<file path="src/hdl/kss_pkg.sv">
`default_nettype none
package kss_pkg;

    localparam int DEPTH      = 1024;
    localparam int DATA_WIDTH = 32;
    localparam int IDX_W      = $clog2(DEPTH);
    localparam int CNT_W      = $clog2(DEPTH + 1);
    localparam int K_W        = 11;
    localparam int OP_W       = 2;
    localparam int DP_W       = 4;

    localparam logic [OP_W-1:0] OP_LOAD   = 2'd0;
    localparam logic [OP_W-1:0] OP_SELECT = 2'd1;
    localparam logic [OP_W-1:0] OP_CLEAR  = 2'd2;

    localparam logic [DATA_WIDTH-1:0] INT_MAX = {1'b0, {(DATA_WIDTH-1){1'b1}}};

    localparam logic [DP_W-1:0] DP_NOP    = 4'd0;
    localparam logic [DP_W-1:0] DP_LOAD   = 4'd1;
    localparam logic [DP_W-1:0] DP_CLEAR  = 4'd2;
    localparam logic [DP_W-1:0] DP_START  = 4'd3;
    localparam logic [DP_W-1:0] DP_MISS   = 4'd4;
    localparam logic [DP_W-1:0] DP_RD_HI  = 4'd5;
    localparam logic [DP_W-1:0] DP_LD_PIV = 4'd6;
    localparam logic [DP_W-1:0] DP_RD_I   = 4'd7;
    localparam logic [DP_W-1:0] DP_CMP    = 4'd8;
    localparam logic [DP_W-1:0] DP_SWP1   = 4'd9;
    localparam logic [DP_W-1:0] DP_SWP2   = 4'd10;
    localparam logic [DP_W-1:0] DP_RD_P   = 4'd11;
    localparam logic [DP_W-1:0] DP_FIN1   = 4'd12;
    localparam logic [DP_W-1:0] DP_FIN2   = 4'd13;
    localparam logic [DP_W-1:0] DP_EMIT   = 4'd14;

    typedef struct packed {
        logic [OP_W-1:0]              op;
        logic signed [DATA_WIDTH-1:0] elem_value;
        logic [K_W-1:0]               k_rank;
    } in_word_t;

    typedef struct packed {
        logic signed [DATA_WIDTH-1:0] kth_value;
        logic                         found;
    } out_word_t;

    typedef struct packed {
        logic [DP_W-1:0] code;
    } cmd_t;

    typedef struct packed {
        logic k_ok;
        logic i_lt_hi;
        logic le;
        logic hit;
        logic out_busy;
    } status_t;

endpackage
`default_nettype wire

</file>
<file path="src/hdl/kss_ctrl.sv">
`default_nettype none
module kss_ctrl (
    input  wire                     clk,
    input  wire                     rst_n,
    input  wire                     in_valid,
    output logic                    in_stall,
    input  wire [kss_pkg::OP_W-1:0] op,
    input  kss_pkg::status_t        status,
    output kss_pkg::cmd_t           cmd
);
    import kss_pkg::*;

    localparam logic [3:0] S_IDLE   = 4'd0;
    localparam logic [3:0] S_PIV_RD = 4'd1;
    localparam logic [3:0] S_PIV_LD = 4'd2;
    localparam logic [3:0] S_SCAN   = 4'd3;
    localparam logic [3:0] S_CMP    = 4'd4;
    localparam logic [3:0] S_SWP1   = 4'd5;
    localparam logic [3:0] S_SWP2   = 4'd6;
    localparam logic [3:0] S_FIN1   = 4'd7;
    localparam logic [3:0] S_FIN2   = 4'd8;
    localparam logic [3:0] S_EMIT   = 4'd9;

    logic [3:0] state_reg, state_next;

    assign in_stall = state_reg != S_IDLE;

    always_comb
    begin
        state_next = state_reg;
        cmd.code   = DP_NOP;
        unique case (state_reg)
            S_IDLE:
            begin
                if (in_valid)
                begin
                    case (op)
                        OP_LOAD:  cmd.code = DP_LOAD;
                        OP_CLEAR: cmd.code = DP_CLEAR;
                        OP_SELECT:
                        begin
                            if (status.k_ok)
                            begin
                                cmd.code   = DP_START;
                                state_next = S_PIV_RD;
                            end
                            else
                            begin
                                cmd.code   = DP_MISS;
                                state_next = S_EMIT;
                            end
                        end
                        default:  cmd.code = DP_NOP;
                    endcase
                end
            end
            S_PIV_RD:
            begin
                cmd.code   = DP_RD_HI;
                state_next = S_PIV_LD;
            end
            S_PIV_LD:
            begin
                cmd.code   = DP_LD_PIV;
                state_next = S_SCAN;
            end
            S_SCAN:
            begin
                if (status.i_lt_hi)
                begin
                    cmd.code   = DP_RD_I;
                    state_next = S_CMP;
                end
                else
                begin
                    cmd.code   = DP_RD_P;
                    state_next = S_FIN1;
                end
            end
            S_CMP:
            begin
                cmd.code   = DP_CMP;
                state_next = status.le ? S_SWP1 : S_SCAN;
            end
            S_SWP1:
            begin
                cmd.code   = DP_SWP1;
                state_next = S_SWP2;
            end
            S_SWP2:
            begin
                cmd.code   = DP_SWP2;
                state_next = S_SCAN;
            end
            S_FIN1:
            begin
                cmd.code   = DP_FIN1;
                state_next = S_FIN2;
            end
            S_FIN2:
            begin
                cmd.code   = DP_FIN2;
                state_next = status.hit ? S_EMIT : S_PIV_RD;
            end
            S_EMIT:
            begin
                if (!status.out_busy)
                begin
                    cmd.code   = DP_EMIT;
                    state_next = S_IDLE;
                end
            end
            default:
            begin
                state_next = S_IDLE;
            end
        endcase
    end

    always_ff @(posedge clk or negedge rst_n)
    begin
        if (!rst_n)
        begin
            state_reg <= S_IDLE;
        end
        else
        begin
            state_reg <= state_next;
        end
    end

endmodule
`default_nettype wire

</file>
<file path="config.mk">
export PLATFORM = sky130hd
export DESIGN_NAME = kss_ctrl
export DESIGN_NICKNAME = d
export VERILOG_FILES = /design/src/hdl/kss_pkg.sv /design/src/hdl/kss_ctrl.sv
export SDC_FILE = /design/constraint.sdc
export NUM_CORES = 1
export LEC_CHECK = 0
export BUFFER_PORTS_ARGS = -buffer_cell sky130_fd_sc_hd__buf_2
export CAP_MARGIN = 40
export CORE_AREA = 2 2 39 41
export CTS_CLUSTER_DIAMETER = 60
export CTS_CLUSTER_SIZE = 28
export DETAILED_ROUTE_END_ITERATION = 6
export DIE_AREA = 0 0 41 43
export GPL_ROUTABILITY_DRIVEN = 0
export MAX_ROUTING_LAYER = met4
export SYNTH_ARGS = -nofsm -noshare
export SYNTH_HDL_FRONTEND = slang
export SYNTH_SLANG_ARGS = --single-unit
</file>
<file path="constraint.sdc">
create_clock -name clk -period 1.6 [get_ports clk]
set_input_delay 0.08 -clock clk [delete_from_list [all_inputs] [get_ports clk]]
set_output_delay 0.08 -clock clk [all_outputs]
set_load 0.1 [all_outputs]
</file>
After elaboration in Yosys (flattened, before gate mapping). Cells that the tools add are included. Widths: inputs -> output; s select.

Output and inout port bits: 5. Word-level logic and storage cells: 34. Flip-flop bits (word level): 4. Bits of input ports: 10.

Mux-type cells: 14. Equal/unequal tests: 14. Reductions and logical operators: 5.

Operators with widths (number): $pmux 4 s10 (1); $pmux 4 s9 (1); $mux 4 (7); $eq 4x3->1 const B (4); $mux 3 (3); $pmux 3 s3 (1); $eq 4x2->1 const B (2); $eq 4x4->1 const B (2); $eq 4x1->1 const B (1); $logic_not 4->1 (1); $ne 2x2->1 const B (2); $reduce_bool 4->1 (1); $reduce_and 3->1 (1); $eq 2x1->1 const B (1); $eq 2x2->1 const B (1); $logic_not 2->1 (1); $mux 2 (1); $ne 2x1->1 const B (1); $reduce_or 2->1 (1).

Logic depth before layout (Yosys ltp). Gate-level depths: netlist (run 1).

Depth in word-level cells: 4. Gate-level depth with buffers: 5. Gate-level depth less buffers: 3.

Least setup slack after synthesis (run 1). OpenSTA, ideal clock, no wires.

Path type: register -> output. From: register state_reg[1]. To: output cmd[2] (netlist bit). Path buffers: 0. Stages on the path, launching flop included: 4. Data arrival time: 3.113 ns. Setup slack: -1.593 ns. Required time: 1.520 ns. Cell sequence: dfrtp_1 -> nor3_1 -> nand3b_1 -> o32ai_1.

RTL lines: start, declared (line kss_ctrl.sv:24) `logic [3:0] state_reg, state_next;`; start signal, assigned (line kss_ctrl.sv:128) `state_reg <= state_next;`; end, declared (line kss_ctrl.sv:9) `output kss_pkg::cmd_t cmd`.

==> results.tsv, run 1 <==
metric	value	unit
yosysWarningCount	0	
synth_mux_area_share	2.54	%
synth.avg_cell_area	7.79	sq um
synth_commonest_cells	5 x nand2_1, 5 x nand2b_1, 4 x dfrtp_1	
fin_nets	97	
worst_pin_slew	270	ps
antenna_left	0	
crit_fanout	6	
violations	setup timing	
grt_util_met2	29.7	%
largest_register_ffs	4	
antenna_cells	0	
setup_viol	4	
period_minus_slack	1660	ps
rsz0062_at_grt	yes	
syn_inst	57	
dr.pass1.iters	2	
synth.area.top_cells	dfrtp_1 23%, nand2b_1 7.0%, nand2_1 4.2%, buf_2 3.4%, nand3b_1 3.4%	
crit_required	1520	ps
synth_top_family_by_area	simple AND/OR/NAND/NOR gates	
layout_setup_ws	-61.2	ps
drt-total-wl	1.31	mm
clk-insertion-delay-late	230	ps
vias_per_cell	5.34	
synth_cell_types	36	
synth_top_area_share	22.5	%
grt_use_total	17.2	%
synth_top_cell_by_area	dfrtp_1	
drt_iter0_markers	3	
hold_violations	0	
nFillCells	122	
grt_max_degree	14	
synth_edf_count	0	
endpoint_kind	output pin	
drive_above_1_share	56.5	%
start_kind	flop	
ys_async_sr_fraction	100	%
boundaryPins	15	
synth_compound_area_share	30.1	%
core	1380	sq um
grt.overflow.total	0	
grt_use_met3	4.71	%
ys_seq_elements	4	
worstPathArrival	1580	ps
die_h	43	microns
clkSlewWorstSetupHoldPaths	40	ps
seq_area_frac_synth	22.5	%
wl_per_cell	12.9	microns
grt_pass1_vias	496	
syn_nets	67	
die_w	41	microns
fmax	602	MHz
worstHoldPathType	in2reg	
relSlewSlack	81.7	%
clock_sinks	4	
syn_area	444	sq um
num_rows	14	
status	complete, but fails checks	
via_count	539	
grt.busiest_layer	met2	
drv_cap	0	
multi_input_area	403	sq um
drc_errors	0	
synth_xor_area_share	1.97	%
critical_path_class	reg2out	
area_growth	87.3	%
yosys.area_share.adder	0	%
start_util	32.1	%
fin_crit_sh	104	%
cts_max_level	1	
antenna_found_initial	0	
ys.flop_type	dfrtp_1	
clk_path_buf_depth	2	
use_met1	17.5	%
drv_slew	0	
hpwl	867	microns
regArea	104	sq um
cts_tree	done	
dp.cells	87	
yosys.area_share.simple	34.4	%
fin_skew	1.76	ps
io_buffers	14	
instances_no_fill	101	
die_area	1760	sq um
cts_root_buf	clkbuf_4	
cts_buffers	3	
grt_pass1_wl	1.98	mm
cell type report:
cell class | instances | share of cell area (%)
Multi-Input combinational cell | 46 | 48.4
Timing Repair Buffer | 30 | 33.1
Clock buffer | 3 | 2.71
Sequential cell | 4 | 12.5
Inverter | 2 | 0.902
Tap cell | 16 | 2.41
worst paths after layout:
check	from	slack (ps)	cells past startpoint	endpoint
setup / recovery	state_reg[2]	-60	5	cmd[2]
hold / removal	status[2]	140	3	state_reg[2]
hold reg to reg	state_reg[3]	570	1	state_reg[1]
setup reg to reg	state_reg[0]	80	4	state_reg[3]
max in group asynchronous	rst_n	1290	2	state_reg[1]
min in group asynchronous	rst_n	180	2	state_reg[3]
cell families (layout without fill, tap and decap cells):
group                  count (synthesis)  count (layout)
AND/OR/NAND/NOR                       25              25
AO/OA/AOI/OAI                         19              19
buffers and inverters                  7              35
flip-flops                             4               4
XOR/XNOR                               1               1
multiplexers                           1               1
cell usage in the layout, fill, tap and decap left out, types with 2 or more instances in the layout:
| cell type | n |
|---|---|
| a31oi_1 | 2 |
| buf_12 | 5 |
| buf_2 | 9 |
| buf_4 | 13 |
| buf_6 | 2 |
| clkbuf_4 | 3 |
| dfrtp_2 | 3 |
| nand2_1 | 4 |
| nand2b_1 | 5 |
| nand3b_1 | 2 |
| nor2_1 | 2 |
| o21ai_1 | 2 |
| o31ai_1 | 2 |
metrics by stage:
step | hold slack [ps] | setup TNS (ps) | util, % | area (sq um) | setup WS [ps]
detailed placement | -111 | 0 | 46.2 | 639 | 27.9
global placement | -114 | 0 | 46.2 | 639 | 89.2
finish | 139 | -167 | 60.1 | 832 | -61.2
floorplan | -216 | -813 | - | 482 | -255
global route | 131 | -474 | 60.1 | 832 | -130
CTS | 142 | -220 | 55.7 | 771 | -82.7
worst max-delay path: stages (launching register included):
cell	delay (ps)
dfrtp_2	450
buf_6	140
nor2b_4	120
a221o_1	290
o32ai_4	130
buf_12	210
timing repair:
item / 4_1_cts / 5_1_grt
pin swaps: 2 / 2
gates resized for setup: 12 / 7
hold buffers: 1 / 0
setup buffers: 7 / 3
endpoints found under the setup margin: 4 / 5
endpoints found under the hold margin: 4 / 0
routing by layer:
metal  up-vias  part of all wire (%)
li1        268                     -
met1       256                    41
met2        13                    54
met3         2                   3.6
met4         0                   1.1
met5         -                     0
Power of run 1 is left out: the tool's default activity adds up to more than one toggle a clock period on the data nets, which glitch-free logic cannot reach.
==> run 2, diff against run 1 <==
Settings changed: CTS_CLUSTER_DIAMETER 60 to 120, SETUP_SLACK_MARGIN set to 0.5.
==> run 2 against run 1 <==
Against the previous run: non-clock buffer count shrank 1; fmax shrank 2.8%; highest routed layer is now met3; first-iteration DRC count grew 67%; critical path type unchanged; critical path depth is the same; sequential share of layout area shrank 0.88 points; via count grew 0.37%; sequential cell count is the same; cell area grew 6.3%; final cell count is the same; core utilization grew 3.8 points; critical endpoint is now cmd[1]; register-to-register slack gained 80 ps; the flow still finishes with violations (setup timing); largest cell class unchanged; count of clock-buffer cells in the layout grew 1.
==> results.tsv, run 2 (synthesis results as in run 1) <==
metric	value	unit
status	complete, but fails checks	
violations	setup timing	
slowest_delay	460	ps
fin_nets	96	
crit_family	flip-flops	
clk-insertion-delay-late	240	ps
multi_input_area	442	sq um
cts_root_buf	clkbuf_4	
regArea	103	sq um
boundaryPins	15	
critical_path_class	reg2out	
drt-total-wl	1.35	mm
layout_commonest_cell	buf_2	
fmax	585	MHz
cp_cell_sequence	nor3_4 > nand3b_1 > buf_6 > o221ai_4 > buf_12	
layout_setup_ws	-108	ps
area_growth	99.2	%
rsz0062_at_grt	yes	
crit_start	state_reg[2]	
fin_skew	6.37	ps
ff2ff_path_depth	4	
antenna_cells	0	
reg2reg_from	state_reg[2]	
hpwl	938	microns
die_h	43	microns
grt_pass1_vias	514	
reg2reg_to	state_reg[0]	
antenna_found_initial	0	
regToRegSetupSlack	160	ps
dr.pass1.iters	4	
vias_per_cell	5.36	
nFillCells	114	
worst_pin_slew	250	ps
grt_max_degree	11	
cts_tree	done	
drc_errors	0	
fin_crit_sh	107	%
grt_util_met2	30.3	%
grt_use_total	18.3	%
holdWs	184	ps
grt_use_met3	3.14	%
use_met1	20.1	%
crit_required	1520	ps
via_count	541	
grt.overflow.total	0	
num_rows	14	
largest_register_ffs	4	
cts_buffers	3	
clock_sinks	4	
worstPathArrival	1630	ps
antenna_left	0	
grt_pass1_wl	2.10	mm
crit_fanout	7	
tns	-259	ps
hold_violations	0	
start_kind	flop	
cts_max_level	1	
relSlewSlack	83.1	%
drive_above_1_share	58.8	%
endpoint_kind	output pin	
drv_slew	0	
drt_iter0_markers	5	
die_w	41	microns
core	1380	sq um
die_area	1760	sq um
clk_path_buf_depth	2	
final_cell_mix	9 x buf_2, 8 x buf_4, 5 x nand2b_1, 5 x buf_12, 5 x buf_6	
crit_path_top_delay_cell	dfrtp_2	
drv_cap	0	
io_buffers	14	
final_util	63.9	%
wl_per_cell	13.4	microns
grt.busiest_layer	met2	
crit_buf_inv	2	
start_util	32.1	%
setup_viol	3	
worstHoldPathType	in2async	
period_minus_slack	1710	ps
clkSlewWorstSetupHoldPaths	40	ps
==> run 2: cell count changes in the layout (fill, tap and decap cells not counted), moves of 2 or more <==
cell / before / now
o31ai_1: 2 / 0
buf_4: 13 / 8
buf_6: 2 / 5
o31ai_2: 0 / 2
==> run 2: repair_timing <==
item,4_1_cts,5_1_grt
resized for setup,10,12
hold buffers,1,0
pin swaps,6,10
buffers inserted,4,2
hold endpoints to repair,4,0
endpoints found under the setup margin,9,9
==> run 2: worst max path at each step <==
stage	end	slack, ps	cells after the start
floorplan	cmd[2]	-230	3
global placement	cmd[1]	120	5
detailed placement	cmd[2]	110	4
CTS	cmd[1]	-100	5
global route	cmd[1]	-180	5
finish	cmd[1]	-110	5
==> run 2: worst register-to-register path: stages, from the launching register on <==
cell     delay [ps]
dfrtp_2         460
buf_6           150
or4_4           460
o21ai_4         170
o21ai_1          70
==> run 2: cell type report <==
cell class | instances | share of cell area [%]
Timing Repair Buffer | 29 | 32.4
Clock buffer | 4 | 2.97
Multi-Input combinational cell | 46 | 49.9
Tap cell | 16 | 2.26
Sequential cell | 4 | 11.6
Inverter | 2 | 0.849
==> run 2: metal layers <==
metal | share of wire [%] | vias to the layer above
li1 | - | 272
met1 | 41 | 258
met2 | 56 | 11
met3 | 2.7 | 0
met4 | 0 | 0
met5 | 0 | -
==> run 2: metrics by stage <==
| stage | cell area, sq um | setup slack (ps) | std cells |
|---|---|---|---|
| CTS | 815 | -95.3 | 99 |
| detailed placement | 709 | 110 | 90 |
| finish | 885 | -108 | 101 |
| floorplan | 537 | -229 | 57 |
| global placement | 709 | 125 | 90 |
| global route | 885 | -183 | 101 |
Power of run 2 is left out for the same reason.
